[config.mk]
export PLATFORM = sky130hd
export DESIGN_NAME = ps2_mouse_cursor_tracker_core_flat
export DESIGN_NICKNAME = d
export VERILOG_FILES = /design/src/rtl/core/pmct_pkg.sv /design/src/rtl/core/pmct_if.sv /design/src/rtl/core/pmct_div.sv /design/src/rtl/core/pmct_mult.sv /design/src/rtl/core/ps2_mouse_cursor_tracker_core.sv /design/src/flat_wrapper.sv
export VERILOG_INCLUDE_DIRS = /design/src /design/src/rtl/core
export SDC_FILE = /design/constraint.sdc
export NUM_CORES = 1
export LEC_CHECK = 0
export BUFFER_PORTS_ARGS = -buffer_cell sky130_fd_sc_hd__buf_2
export CORE_ASPECT_RATIO = 0.75
export CORE_MARGIN = 2
export CORE_UTILIZATION = 50
export CTS_CLUSTER_DIAMETER = 100
export DETAILED_ROUTE_END_ITERATION = 10
export PLACE_DENSITY_LB_ADDON = 0.15
export SKIP_CTS_REPAIR_TIMING = 1
export SLEW_MARGIN = 20
export SYNTH_ARGS = -nofsm -noshare
export SYNTH_HDL_FRONTEND = slang
export SYNTH_SLANG_ARGS = --single-unit
[constraint.sdc]
create_clock -name clk -period 6.17 [get_ports clk]
set_clock_uncertainty 0.05 [all_clocks]
set_input_delay 0.617 -clock clk [delete_from_list [all_inputs] [get_ports clk]]
set_output_delay 0.617 -clock clk [all_outputs]
set_load 0.01 [all_outputs]
[src/rtl/core/ps2_mouse_cursor_tracker_core_macros.svh]
// Assertion macros for the PS/2 mouse cursor tracker.
// Depends on nothing; included by files that check their own logic.
`ifndef PS2_MOUSE_CURSOR_TRACKER_CORE_MACROS_SVH
`define PS2_MOUSE_CURSOR_TRACKER_CORE_MACROS_SVH
`ifndef SYNTHESIS
// Same-cycle implication, quiet while reset is high.
`define PMCT_ASSERT_IMPLIES(label, clk, rst, ante, cons) \
  label: assert property (@(posedge clk) disable iff (rst) (ante) |-> (cons)) \
    else $error("pmct assertion failed");
// Next-cycle implication, quiet while reset is high.
`define PMCT_ASSERT_NEXT(label, clk, rst, ante, cons) \
  label: assert property (@(posedge clk) disable iff (rst) (ante) |=> (cons)) \
    else $error("pmct assertion failed");
`else
`define PMCT_ASSERT_IMPLIES(label, clk, rst, ante, cons)
`define PMCT_ASSERT_NEXT(label, clk, rst, ante, cons)
`endif
`endif

[src/rtl/core/pmct_pkg.sv]
// Shared widths, constants and types of the PS/2 mouse cursor tracker.
// Used by the interfaces, the serial units and the top level.
package pmct_pkg;

  localparam int BYTE_W     = 8;
  localparam int COORD_W    = 13;
  localparam int LIN_W      = 25;
  localparam int CFG_DATA_W = 13;
  localparam int CFG_IDX_W  = 2;
  localparam int DIV_W      = 8;

  // Largest coordinate any axis may reach, whatever the bound registers say.
  localparam int COORD_MAX = 4096;
  localparam logic [COORD_W-1:0] COORD_LIMIT = COORD_W'(COORD_MAX);

  // Register values after reset.
  localparam logic [COORD_W-1:0] WIDTH_RESET  = COORD_W'(1024);
  localparam logic [COORD_W-1:0] HEIGHT_RESET = COORD_W'(768);
  localparam logic [DIV_W-1:0]   SPEED_RESET  = DIV_W'(1);

  // Status byte overflow flags.
  localparam int STATUS_X_OVF_BIT = 6;
  localparam int STATUS_Y_OVF_BIT = 7;

  // Configuration register indexes.
  typedef enum logic [CFG_IDX_W-1:0] {
    CFG_SCREEN_WIDTH,
    CFG_SCREEN_HEIGHT,
    CFG_SPEED_DIVISOR
  } cfg_reg_t;

  // Position of the next byte inside a packet.
  typedef enum logic [1:0] {
    PH_STATUS,
    PH_DX,
    PH_DY
  } phase_t;

  // Packet sequencer states.
  typedef enum logic [2:0] {
    ST_IDLE,
    ST_DIV_X,
    ST_DIV_Y,
    ST_MUL,
    ST_OUT
  } state_t;

endpackage

[src/rtl/core/pmct_if.sv]
// Valid/ready channels of the PS/2 mouse cursor tracker: mouse bytes in,
// cursor results out. Depends on pmct_pkg for field widths.
interface pmct_byte_if;
  logic                           valid;
  logic                           ready;
  logic [pmct_pkg::BYTE_W-1:0]    rx_byte;

  modport source (output valid, output rx_byte, input ready);
  modport sink   (input valid, input rx_byte, output ready);
endinterface

interface pmct_cursor_if;
  logic                           valid;
  logic                           ready;
  logic [pmct_pkg::BYTE_W-1:0]    button_status;
  logic [pmct_pkg::COORD_W-1:0]   cursor_x;
  logic [pmct_pkg::COORD_W-1:0]   cursor_y;
  logic [pmct_pkg::LIN_W-1:0]     linear_position;

  modport source (output valid, output button_status, output cursor_x,
                  output cursor_y, output linear_position, input ready);
  modport sink   (input valid, input button_status, input cursor_x,
                  input cursor_y, input linear_position, output ready);
endinterface

[src/rtl/core/pmct_div.sv]
// Bit-serial restoring divider for delta magnitudes, one quotient bit a cycle.
// Depends on pmct_pkg for the operand width.
module pmct_div (
  input  logic                         clk,
  input  logic                         rst,
  input  logic                         start,
  input  logic [pmct_pkg::DIV_W-1:0]   dividend,
  input  logic [pmct_pkg::DIV_W-1:0]   divisor,
  output logic                         done,
  output logic [pmct_pkg::DIV_W-1:0]   quotient
);

  localparam int W  = pmct_pkg::DIV_W;
  localparam int CW = $clog2(W);

  logic          busy;
  logic [CW-1:0] count;
  logic [W-1:0]  rem;
  logic [W-1:0]  quo;
  logic [W-1:0]  dvsr;
  logic [W:0]    shifted;
  logic [W+1:0]  diff;
  logic          borrow;

  // One trial subtraction of the divisor from the shifted remainder.
  always_comb begin
    shifted = {rem, quo[W-1]};
    diff    = {1'b0, shifted} - {2'b00, dvsr};
    borrow  = diff[W+1];
  end

  // Control: a start loads the operands, then W steps run.
  always_ff @(posedge clk) begin
    if (rst) begin
      busy  <= 1'b0;
      done  <= 1'b0;
      count <= '0;
    end else begin
      done <= 1'b0;
      if (start) begin
        busy  <= 1'b1;
        count <= '0;
      end else if (busy) begin
        count <= count + CW'(1);
        if (count == CW'(W - 1)) begin
          busy <= 1'b0;
          done <= 1'b1;
        end
      end
    end
  end

  // Datapath: the dividend shifts out of quo while quotient bits shift in.
  always_ff @(posedge clk) begin
    if (start) begin
      rem  <= '0;
      quo  <= dividend;
      dvsr <= divisor;
    end else if (busy) begin
      rem <= borrow ? shifted[W-1:0] : diff[W-1:0];
      quo <= {quo[W-2:0], ~borrow};
    end
  end

  assign quotient = quo;

endmodule

[src/rtl/core/pmct_mult.sv]
// Shift-add multiplier that forms addend + multiplicand * multiplier,
// one multiplier bit a cycle. Depends on pmct_pkg for widths.
module pmct_mult (
  input  logic                           clk,
  input  logic                           rst,
  input  logic                           start,
  input  logic [pmct_pkg::COORD_W-1:0]   multiplicand,
  input  logic [pmct_pkg::COORD_W-1:0]   multiplier,
  input  logic [pmct_pkg::COORD_W-1:0]   addend,
  output logic                           done,
  output logic [pmct_pkg::LIN_W-1:0]     product
);

  localparam int CW_IN = pmct_pkg::COORD_W;
  localparam int PW    = pmct_pkg::LIN_W;
  localparam int CW    = $clog2(CW_IN);

  logic          busy;
  logic [CW-1:0] count;
  logic [PW-1:0] acc;
  logic [PW-1:0] mcand;
  logic [CW_IN-1:0] mplier;

  // Control: one step per multiplier bit.
  always_ff @(posedge clk) begin
    if (rst) begin
      busy  <= 1'b0;
      done  <= 1'b0;
      count <= '0;
    end else begin
      done <= 1'b0;
      if (start) begin
        busy  <= 1'b1;
        count <= '0;
      end else if (busy) begin
        count <= count + CW'(1);
        if (count == CW'(CW_IN - 1)) begin
          busy <= 1'b0;
          done <= 1'b1;
        end
      end
    end
  end

  // Datapath: the accumulator starts at the addend; products wrap to PW bits.
  always_ff @(posedge clk) begin
    if (start) begin
      acc    <= PW'(addend);
      mcand  <= PW'(multiplicand);
      mplier <= multiplier;
    end else if (busy) begin
      if (mplier[0]) begin
        acc <= acc + mcand;
      end
      mcand  <= {mcand[PW-2:0], 1'b0};
      mplier <= {1'b0, mplier[CW_IN-1:1]};
    end
  end

  assign product = acc;

endmodule

[src/rtl/core/ps2_mouse_cursor_tracker_core.sv]
// Top level of the PS/2 mouse cursor tracker: packet framing, cursor update
// and result buffer. Depends on pmct_pkg, pmct_if, pmct_div and pmct_mult.
//
// The block drops the first mouse byte after reset, then groups bytes into
// status, dx, dy packets and sends one cursor item per packet. Status and dx
// bytes are taken whenever the sequencer is idle. A dy byte starts the
// packet update: the shared bit-serial divider scales dx and then dy (each
// axis applied as its quotient is ready), and the shift-add multiplier forms
// the linear position. The ST_OUT state then loads the output register and
// returns the sequencer to idle; no further byte is taken before that. The
// result sits in an output register, so bytes of the next packet are taken
// while it waits to be read. If that register still holds an unread item
// when the next result is ready, the sequencer waits and the input stalls.
// A speed divisor of zero acts as one; bounds above COORD_MAX are limited to it.
module ps2_mouse_cursor_tracker_core (
  input  logic                                clk,
  input  logic                                rst,
  pmct_byte_if.sink                           byte_ch,
  pmct_cursor_if.source                       cursor_ch,
  input  logic                                cfg_we,
  input  logic [pmct_pkg::CFG_IDX_W-1:0]      cfg_index,
  input  logic [pmct_pkg::CFG_DATA_W-1:0]     cfg_data
);

  `include "ps2_mouse_cursor_tracker_core_macros.svh"

  localparam int BW = pmct_pkg::BYTE_W;
  localparam int CW = pmct_pkg::COORD_W;
  localparam int SW = pmct_pkg::COORD_W + 2;

  // Configuration registers.
  logic [CW-1:0]               screen_width;
  logic [CW-1:0]               screen_height;
  logic [pmct_pkg::DIV_W-1:0]  speed_divisor;

  // Packet state.
  pmct_pkg::state_t state, state_next;
  pmct_pkg::phase_t phase;
  logic             skip_first;
  logic [BW-1:0]    held_status;
  logic [BW-1:0]    held_dx;
  logic [BW-1:0]    held_dy;
  logic [CW-1:0]    pos_x;
  logic [CW-1:0]    pos_y;

  // Handshake and unit control.
  logic byte_take;
  logic packet_end;
  logic div_start;
  logic div_done;
  logic mul_start;
  logic mul_done;
  logic out_load;

  logic [pmct_pkg::DIV_W-1:0]  div_a;
  logic [pmct_pkg::DIV_W-1:0]  div_d;
  logic [pmct_pkg::DIV_W-1:0]  div_q;
  logic [pmct_pkg::LIN_W-1:0]  product;

  logic [CW-1:0]        wb;
  logic [CW-1:0]        hb;
  logic signed [SW-1:0] step;
  logic signed [SW-1:0] nx;
  logic signed [SW-1:0] ny;
  logic [CW-1:0]        x_new;
  logic [CW-1:0]        y_new;

  // Magnitude of a two's complement byte; the most negative byte gives 128.
  function automatic logic [BW-1:0] mag(input logic [BW-1:0] b);
    mag = b[BW-1] ? (~b + BW'(1)) : b;
  endfunction

  // Clamp a signed coordinate to 0..bound.
  function automatic logic [CW-1:0] clamp(input logic signed [SW-1:0] v,
                                          input logic [CW-1:0] bound);
    logic [CW-1:0] r;
    if (v[SW-1]) begin
      r = '0;
    end else if (v[SW-2:0] > {1'b0, bound}) begin
      r = bound;
    end else begin
      r = v[CW-1:0];
    end
    clamp = r;
  endfunction

  // Configuration writes.
  always_ff @(posedge clk) begin
    if (rst) begin
      screen_width  <= pmct_pkg::WIDTH_RESET;
      screen_height <= pmct_pkg::HEIGHT_RESET;
      speed_divisor <= pmct_pkg::SPEED_RESET;
    end else if (cfg_we) begin
      unique case (pmct_pkg::cfg_reg_t'(cfg_index))
        pmct_pkg::CFG_SCREEN_WIDTH:  screen_width  <= cfg_data;
        pmct_pkg::CFG_SCREEN_HEIGHT: screen_height <= cfg_data;
        pmct_pkg::CFG_SPEED_DIVISOR: speed_divisor <= cfg_data[pmct_pkg::DIV_W-1:0];
        default: ;
      endcase
    end
  end

  // Effective bounds and divisor.
  always_comb begin
    wb    = (screen_width  > pmct_pkg::COORD_LIMIT) ? pmct_pkg::COORD_LIMIT : screen_width;
    hb    = (screen_height > pmct_pkg::COORD_LIMIT) ? pmct_pkg::COORD_LIMIT : screen_height;
    div_d = (speed_divisor == '0) ? pmct_pkg::DIV_W'(1) : speed_divisor;
  end

  // Scaled delta of the axis being finished, and the new clamped positions.
  always_comb begin
    logic sign_bit;
    sign_bit = (state == pmct_pkg::ST_DIV_X) ? held_dx[BW-1] : held_dy[BW-1];
    step  = sign_bit ? -$signed(SW'(div_q)) : $signed(SW'(div_q));
    nx    = $signed(SW'(pos_x));
    if (!held_status[pmct_pkg::STATUS_X_OVF_BIT]) begin
      nx = nx + step;
    end
    ny    = $signed(SW'(pos_y));
    if (!held_status[pmct_pkg::STATUS_Y_OVF_BIT]) begin
      ny = ny - step;
    end
    x_new = clamp(nx, wb);
    y_new = clamp(ny, hb);
  end

  // Sequencer state register.
  always_ff @(posedge clk) begin
    if (rst) begin
      state <= pmct_pkg::ST_IDLE;
    end else begin
      state <= state_next;
    end
  end

  // Next state and unit control.
  always_comb begin
    state_next     = state;
    byte_ch.ready  = 1'b0;
    div_start      = 1'b0;
    mul_start      = 1'b0;
    out_load       = 1'b0;
    div_a          = mag(held_dx);
    byte_take      = byte_ch.valid && (state == pmct_pkg::ST_IDLE);
    packet_end     = byte_take && !skip_first && (phase == pmct_pkg::PH_DY);
    unique case (state)
      pmct_pkg::ST_IDLE: begin
        byte_ch.ready = 1'b1;
        if (packet_end) begin
          div_start  = 1'b1;
          state_next = pmct_pkg::ST_DIV_X;
        end
      end
      pmct_pkg::ST_DIV_X: begin
        div_a = mag(held_dy);
        if (div_done) begin
          div_start  = 1'b1;
          state_next = pmct_pkg::ST_DIV_Y;
        end
      end
      pmct_pkg::ST_DIV_Y: begin
        if (div_done) begin
          mul_start  = 1'b1;
          state_next = pmct_pkg::ST_MUL;
        end
      end
      pmct_pkg::ST_MUL: begin
        if (mul_done) begin
          state_next = pmct_pkg::ST_OUT;
        end
      end
      pmct_pkg::ST_OUT: begin
        if (!cursor_ch.valid || cursor_ch.ready) begin
          out_load   = 1'b1;
          state_next = pmct_pkg::ST_IDLE;
        end
      end
      default: state_next = pmct_pkg::ST_IDLE;
    endcase
  end

  // Byte framing control and cursor position updates.
  always_ff @(posedge clk) begin
    if (rst) begin
      skip_first <= 1'b1;
      phase      <= pmct_pkg::PH_STATUS;
      pos_x      <= '0;
      pos_y      <= '0;
    end else begin
      if (byte_take) begin
        if (skip_first) begin
          skip_first <= 1'b0;
        end else begin
          unique case (phase)
            pmct_pkg::PH_DX: phase <= pmct_pkg::PH_DY;
            pmct_pkg::PH_DY: phase <= pmct_pkg::PH_STATUS;
            default:         phase <= pmct_pkg::PH_DX;
          endcase
        end
      end
      if (state == pmct_pkg::ST_DIV_X && div_done) begin
        pos_x <= x_new;
      end
      if (state == pmct_pkg::ST_DIV_Y && div_done) begin
        pos_y <= y_new;
      end
    end
  end

  // Held packet bytes.
  always_ff @(posedge clk) begin
    if (byte_take && !skip_first) begin
      unique case (phase)
        pmct_pkg::PH_DX: held_dx     <= byte_ch.rx_byte;
        pmct_pkg::PH_DY: held_dy     <= byte_ch.rx_byte;
        default:         held_status <= byte_ch.rx_byte;
      endcase
    end
  end

  // Shared delta divider.
  pmct_div u_div (
    .clk      (clk),
    .rst      (rst),
    .start    (div_start),
    .dividend (div_a),
    .divisor  (div_d),
    .done     (div_done),
    .quotient (div_q)
  );

  // Linear position: pos_x + screen_width * pos_y.
  pmct_mult u_mult (
    .clk          (clk),
    .rst          (rst),
    .start        (mul_start),
    .multiplicand (screen_width),
    .multiplier   (y_new),
    .addend       (pos_x),
    .done         (mul_done),
    .product      (product)
  );

  // Output register.
  always_ff @(posedge clk) begin
    if (rst) begin
      cursor_ch.valid <= 1'b0;
    end else if (out_load) begin
      cursor_ch.valid <= 1'b1;
    end else if (cursor_ch.ready) begin
      cursor_ch.valid <= 1'b0;
    end
  end

  always_ff @(posedge clk) begin
    if (out_load) begin
      cursor_ch.button_status   <= held_status;
      cursor_ch.cursor_x        <= pos_x;
      cursor_ch.cursor_y        <= pos_y;
      cursor_ch.linear_position <= product;
    end
  end

  // Checks on the sequencer.
  `PMCT_ASSERT_NEXT(a_packet_starts_div, clk, rst, packet_end, state == pmct_pkg::ST_DIV_X)
  `PMCT_ASSERT_IMPLIES(a_div_done_in_div, clk, rst, div_done, state == pmct_pkg::ST_DIV_X || state == pmct_pkg::ST_DIV_Y)
  `PMCT_ASSERT_IMPLIES(a_mul_done_in_mul, clk, rst, mul_done, state == pmct_pkg::ST_MUL)
  `PMCT_ASSERT_IMPLIES(a_result_from_out, clk, rst, $rose(cursor_ch.valid), $past(state) == pmct_pkg::ST_OUT)

endmodule

[src/flat_wrapper.sv]
// flat-port wrapper written by rule: the top's interface ports become plain ports
module ps2_mouse_cursor_tracker_core_flat 
  (clk, rst, cfg_we, cfg_index, cfg_data, byte_ch_valid, byte_ch_rx_byte, byte_ch_ready, cursor_ch_valid, cursor_ch_button_status, cursor_ch_cursor_x, cursor_ch_cursor_y, cursor_ch_linear_position, cursor_ch_ready);
  pmct_byte_if byte_ch_i ();
  pmct_cursor_if cursor_ch_i ();
  input  logic clk;
  input  logic rst;
  input  logic cfg_we;
  input  logic [pmct_pkg::CFG_IDX_W-1:0] cfg_index;
  input  logic [pmct_pkg::CFG_DATA_W-1:0] cfg_data;
  input wire logic [$bits(byte_ch_i.valid)-1:0] byte_ch_valid;
  input wire logic [$bits(byte_ch_i.rx_byte)-1:0] byte_ch_rx_byte;
  output wire logic [$bits(byte_ch_i.ready)-1:0] byte_ch_ready;
  output wire logic [$bits(cursor_ch_i.valid)-1:0] cursor_ch_valid;
  output wire logic [$bits(cursor_ch_i.button_status)-1:0] cursor_ch_button_status;
  output wire logic [$bits(cursor_ch_i.cursor_x)-1:0] cursor_ch_cursor_x;
  output wire logic [$bits(cursor_ch_i.cursor_y)-1:0] cursor_ch_cursor_y;
  output wire logic [$bits(cursor_ch_i.linear_position)-1:0] cursor_ch_linear_position;
  input wire logic [$bits(cursor_ch_i.ready)-1:0] cursor_ch_ready;
  assign byte_ch_i.valid = byte_ch_valid;
  assign byte_ch_i.rx_byte = byte_ch_rx_byte;
  assign byte_ch_ready = byte_ch_i.ready;
  assign cursor_ch_valid = cursor_ch_i.valid;
  assign cursor_ch_button_status = cursor_ch_i.button_status;
  assign cursor_ch_cursor_x = cursor_ch_i.cursor_x;
  assign cursor_ch_cursor_y = cursor_ch_i.cursor_y;
  assign cursor_ch_linear_position = cursor_ch_i.linear_position;
  assign cursor_ch_i.ready = cursor_ch_ready;
  ps2_mouse_cursor_tracker_core u_core (.clk(clk), .rst(rst), .byte_ch(byte_ch_i), .cursor_ch(cursor_ch_i), .cfg_we(cfg_we), .cfg_index(cfg_index), .cfg_data(cfg_data));
endmodule
# Word level (Yosys, flattened, before mapping)
# Cells that the tools add are included.
[totals] regBits=248 inputBits=28 out_inout_bits=61
[classes] add_sub_neg=9 order_cmp=4 n_eq_ne=15 muxes=47 bitwise_logic=7 n_reduce_logical=30
[op_table] cell="$mux 13" count=13
[op_table] cell="$mux 8" count=6
[op_table] cell="$mux 15" count=3
[op_table] cell="$gt 14x13->1" count=2
[op_table] cell="$gt 13x13->1 const B" count=2
[op_table] cell="$add 25x25->25" count=1
[op_table] cell="$reduce_and 2->1" count=9
[op_table] cell="$mux 1" count=17
[op_table] cell="$add 8x1->8 const B" count=2
[op_table] cell="$not 8->8" count=2
[op_table] cell="$add 14x15->15" count=1
[op_table] cell="$mux 3" count=5
[op_table] cell="$neg 8->15" count=1
[op_table] cell="$pmux 3 s5" count=1
[op_table] cell="$sub 14x15->15" count=1
[op_table] cell="$sub 9x8->10" count=1
[op_table] cell="$logic_not 8->1" count=1
[op_table] cell="$reduce_bool 2->1" count=4
[op_table] cell="$eq 3x2->1 const B" count=2
[op_table] cell="$eq 3x3->1 const B" count=2
[op_table] cell="$ne 2x2->1 const B" count=3
[op_table] cell="$reduce_or 2->1" count=3
[op_table] cell="$reduce_or 3->1" count=2
[op_table] cell="$logic_and 1x1->1" count=5
[op_table] cell="other kinds (15)" count=23

# Depth between registers and ports, before layout
[logic_depth] depth_word=9 depth_mapped=24 mapped_depth_nobuf=23

# Hierarchy
# From an unflattened synthesis, not the netlist that was laid out.
[hier_totals] cells_unflattened=1381 hier_area_um2=13709.4
[modules_own_cells] mod="ps2_mouse_cursor_tracker_core" instances=1 cells_per_inst=880 area_per_inst_um2=8335.5 seq_area_each_um2=3833.7
[modules_own_cells] mod="pmct_mult" instances=1 cells_per_inst=363 area_per_inst_um2=3852.4 seq_area_each_um2=1771.7
[modules_own_cells] mod="pmct_div" instances=1 cells_per_inst=138 area_per_inst_um2=1521.5 seq_area_each_um2=740.7

# Least setup slack after synthesis
# Ideal clock, no wire load.
[synth_timing] path_kind="register to register" from="register u_core.state[1]" to="register u_core.u_mult.mplier[11] (data pin)" setup_ns=0.262 t_arrival_ns=4.890 slack_ns=0.967 path_stages_with_launch=24 synth_period_minus_slack_ns=5.203 cell_sequence="dfxtp_1 buf_2 nor3b_2 mux2i_1 buf_2 mux2_2 inv_1 ha_1 nor2b_1 o31a_1 o211ai_1 a21boi_0 or3_1 a31o_2 ha_1 nand4_1 nor2_1 nand2_1 or3_1 a211o_1 or2_1 buf_4 mux2i_1 o21ai_0"
[synth_via] elab_chain_cells=9 word_cells_on_any_way=11
[synth_lines] item="start: declaration" line="ps2_mouse_cursor_tracker_core.sv:37" text="pmct_pkg::state_t state, state_next;"
[synth_lines] item="start signal: assignment" line="ps2_mouse_cursor_tracker_core.sv:130" text="state <= pmct_pkg::ST_IDLE;"
[synth_lines] item="start signal: assignment" line="ps2_mouse_cursor_tracker_core.sv:132" text="state <= state_next;"
[synth_lines] item="$eq 3x1->1" line="ps2_mouse_cursor_tracker_core.sv:113" text="sign_bit = (state == pmct_pkg::ST_DIV_X) ? held_dx[BW-1] : held_dy[BW-1];"
[synth_lines] item="$mux 1" line="ps2_mouse_cursor_tracker_core.sv:113"
[synth_lines] item="$mux 15" line="ps2_mouse_cursor_tracker_core.sv:114" text="step = sign_bit ? -$signed(SW'(div_q)) : $signed(SW'(div_q));"
[synth_lines] item="$sub 14x15->15" line="ps2_mouse_cursor_tracker_core.sv:121" text="ny = ny - step;"
[synth_lines] item="$mux 15" line="ps2_mouse_cursor_tracker_core.sv:120" text="if (!held_status[pmct_pkg::STATUS_Y_OVF_BIT]) begin"
[synth_lines] item="$gt 14x13->1" line="ps2_mouse_cursor_tracker_core.sv:79" text="end else if (v[SW-2:0] > {1'b0, bound}) begin"
[synth_lines] item="$mux 13" line="ps2_mouse_cursor_tracker_core.sv:79"
[synth_lines] item="$mux 13" line="ps2_mouse_cursor_tracker_core.sv:77" text="if (v[SW-1]) begin"
[synth_lines] item="$mux 13 *" line="pmct_mult.sv:47" text="if (start) begin"
[synth_lines] item="end signal: assignment" line="pmct_mult.sv:50" text="mplier <= multiplier;"
[synth_lines] item="end signal: assignment" line="pmct_mult.sv:56" text="mplier <= {1'b0, mplier[CW_IN-1:1]};"
[synth_lines] item="end: declaration" line="pmct_mult.sv:22" text="logic [CW_IN-1:0] mplier;"
# Every way passes the cells marked *; elsewhere a longest branch is shown, timed or not.
# A chain may end at the register's enable or synchronous reset.

# Final worst setup path
[layout_timing] from="register u_core.state[2]" to="register u_core.u_mult.mplier[1] (data pin)"
# Same word-level chain as after synthesis.

==> flow_summary_export.csv <==
group,metric,value,unit
status,status,"completed",
die,die_area,28100,sq um
global_routing,grt_max_degree,65,
final_layout,layout_commonest_cell,"nand2_1",
global_routing,grt_pass1_wl,52300,um
clocking,htreeDepth,1,
yosys,syn_inst,1382,
yosys,ys_async_sr_fraction,0,%
final_layout,layout_common_cells,"210 x nand2_1, 138 x edfxtp_1, 110 x dfxtp_1",
sta,setup-tns-final,0,ps
die,core_area,26200,sq um
clocking,clkSinkCount,248,
clocking,max-clock-path-buffers,3,
sta,slew_headroom,31.8,%
global_routing,grt_usage,23.6,%
setup_path,required,6380,ps
run,cap_violations,0,
setup_path,worstPathMaxFanout,11,
sta,worst_pin_slew,1020,ps
yosys,postSynthNetCount,1507,
setup_path,cp-end-kind,"register",
sta,hold_viol,0,
clocking,cts_buffers,26,
yosys,yosysSeqAreaShare,47.4,%
route,antenna_left,0,
sta,max_freq,173,MHz
sta,setup_viol,0,
setup_path,cp_slowest_stage_delay,410,ps
route,drc,0,
power_and_ir_drop,p_leak,6.10,nW
yosys,synth_top_family_by_area,"simple AND/OR/NAND/NOR gates",
sta,maxSlewViolCount,0,
setup_path,crit_type,"register to register",
clocking,clkLatencyLatePin,540,ps
power_and_ir_drop,power,0.00376,W
final_layout,syn_to_final_growth,12.3,%
worst_hold_path,hp-class,"input pin to register",
route,drt_iter0_drc,960,
setup_path,cp_cell_sequence,"nor3b_2 > mux2i_2 > buf_4 > nor2_1 > xor2_1 > inv_1 > ha_1 > o21a_1 > o31a_1 > nor2_1 > o2111ai_1 > xnor2_1 > o21ai_0 > ha_1 > nand4_1 > nor2_1 > nand2_1 > or3_1 > a211o_1 > nor2_2 > mux2i_1 > o21ai_0",
die,rows,51,
placement,routabilityCongestion,0.910,
final_layout,drive_gt1_share,12.0,%
route,wl_per_cell,18.0,um
power_and_ir_drop,ir_worst_vdd,0.000169,V
yosys,yosys_warnings,0,
yosys,synth-edff-count,138,
yosys,yosys.area_share.xor_xnor,3.60,%
yosys,synth-adder-area-share,9.28,%
yosys,syn_area,13400,sq um
sta,finalCritPeriodShare,93.7,%
yosys,syn_avg_cell_area,9.69,sq um
global_routing,overflow,0,
final_layout,nets,1578,
setup_path,cp_data_arrival_time,5990,ps
final_layout,regArea,6350,sq um
yosys,synth_compound_area_share,15.3,%
route,drtPass1Iterations,7,
final_layout,n_fill_cell,2334,
final_layout,multi_input_area,6540,sq um
clocking,root_buffer,"clkbuf_16",
placement,place_hpwl,24200,um
route,viasPerCell,5.67,
setup_path,crit_slowest_cell,"dfxtp_1",
sta,min_period,5780,ps
sta,rsz0062_at_grt,"false",
power_and_ir_drop,power_density,250,nW/um^2
clocking,clkSlewWorstSetupHoldPaths,60,ps
route,vias,10300,
setup_path,start_kind,"register",
setup_path,reg2reg_slack,390,ps
die,die_height,146,um
route,routed_wirelength,32800,um
yosys,synth.distinct_cells,75,
yosys,yosys.area_share.simple,16.2,%
die,die_w,193,um
clocking,cts_tree,"done",
global_routing,antenna_found_initial,0,
yosys,dominantRegCellSynth,"edfxtp_1",
sta,holdWs,238,ps
yosys,ys_ff_latch,248,
die,initial_utilization,51.2,%
yosys,synth.area.mux_share,4.34,%
setup_path,path_common_cell,"nor2_1",
die,io_pins,89,
global_routing,grt_pass1_vias,9429,
placement,port_buffers,88,
critical path: cells and delay by family (launching register included):
family	cells	cell delay, ps
simple gates	8	1460
xor+xnor	2	450
flops	1	410
buf+inv	2	310
mux	2	660
fa+ha+maj	2	740
compound gates	6	1410
stage by stage:
step / setup slack [ps] / area, sq um / utilization (%) / std cells
final: 389 / 15000 / 57.5 / 1818
after global routing: 87.5 / 15000 / 57.5 / 1817
after CTS: 332 / 15000 / 57.5 / 1817
after detailed placement: 385 / 14100 / 54.0 / 1769
after global placement: 510 / 14100 / 54.0 / 1769
after floorplan: 967 / 13400 / - / 1382
where the power goes:
part	internal [W]	total, W	switching [W]
logic	0.000139	0.000323	0.000184
clock network	0.000966	0.00164	0.000671
registers	0.00176	0.00180	0.0000316
total	0.00287	0.00376	0.000887
cells in the mapped netlist, drive strengths merged (4+ instances only):
library cell / instances / area share [%]
a22o: 12 / 0.78
and3: 6 / 0.28
a21o: 19 / 1.1
nor3b: 4 / 0.26
nor2b: 23 / 1.1
nand2: 210 / 5.9
and4: 4 / 0.26
inv: 77 / 2.2
a21oi: 93 / 3.5
o21ai: 93 / 3.5
nor2: 103 / 2.9
mux2i: 48 / 3.6
xnor2: 29 / 1.9
a211oi: 8 / 0.45
buf: 8 / 0.32
a31oi: 6 / 0.28
clkbuf: 49 / 1.4
or2: 8 / 0.37
xor2: 26 / 1.7
nand4: 7 / 0.33
a211o: 5 / 0.33
a221oi: 4 / 0.26
or3: 10 / 0.47
edfxtp: 138 / 31
o211ai: 14 / 0.86
nand2b: 18 / 0.84
mux2: 9 / 0.76
o31ai: 15 / 0.92
fa: 4 / 0.60
nand3: 20 / 0.75
o2111ai: 5 / 0.33
nor4: 4 / 0.19
nand3b: 10 / 0.56
o21a: 19 / 1.1
dfxtp: 110 / 16
and2: 8 / 0.37
nor3: 22 / 0.82
ha: 93 / 8.7
routing by layer:
metal | global-route usage (%) | vias up | routed length, um
met5 | 0 | - | 0
met4 | 4.43 | 0 | 633
met3 | 4.08 | 49 | 2420
met2 | 31.4 | 326 | 12800
met1 | 39.2 | 4866 | 17000
li1 | - | 5073 | -
flip-flops by register name (all words and copies together), names as in the netlist, 13 cells and up:
| signal | flops |
|---|---|
| u_core.u_mult.product | 25 |
| u_core.pos_x | 13 |
| u_core.screen_width | 13 |
| u_core.screen_height | 13 |
| u_core.cursor_ch.cursor_y | 13 |
| u_core.pos_y | 13 |
| u_core.u_mult.mplier | 13 |
| u_core.u_mult.mcand | 25 |
| u_core.cursor_ch.linear_position | 25 |
| u_core.cursor_ch.cursor_x | 13 |
kinds of logic after synthesis:
kind of cell               count (synthesis)
and+or+nand+nor                          468
AOI/OAI and AO/OA                        321
buffers and inverters                    136
DFF                                      248
xor gates and xnor gates                  55
muxes                                     57
adders and majority gates                 97
path summary, 6_finish.rpt:
check | from | to | depth (start not counted)
setup / recovery | u_core.state[2]$_SDFFE_PP0P_ | u_core.u_mult.mplier[1]$_DFFE_PP_ | 22
hold reg to reg | u_core.held_status[5]$_DFFE_PP_ | u_core.cursor_ch.button_status[5]$_DFFE_PP_ | 0
setup reg to reg | u_core.state[2]$_SDFFE_PP0P_ | u_core.u_mult.mplier[1]$_DFFE_PP_ | 22
hold / removal | byte_ch_rx_byte[2] | u_core.held_dx[2]$_DFFE_PP_ | 1
area by class of cell:
class	count	share of cell area, %
Multi-Input combinational cell	998	43.5
Sequential cell	248	42.2
Clock buffer	29	4.53
Timing Repair Buffer	100	3.53
Tap cell	344	2.86
Inverter	79	1.97
Clock inverter	19	1.42
Antenna cell	1	0.0166
No activity file was read; power rests on OpenSTA's default activity.
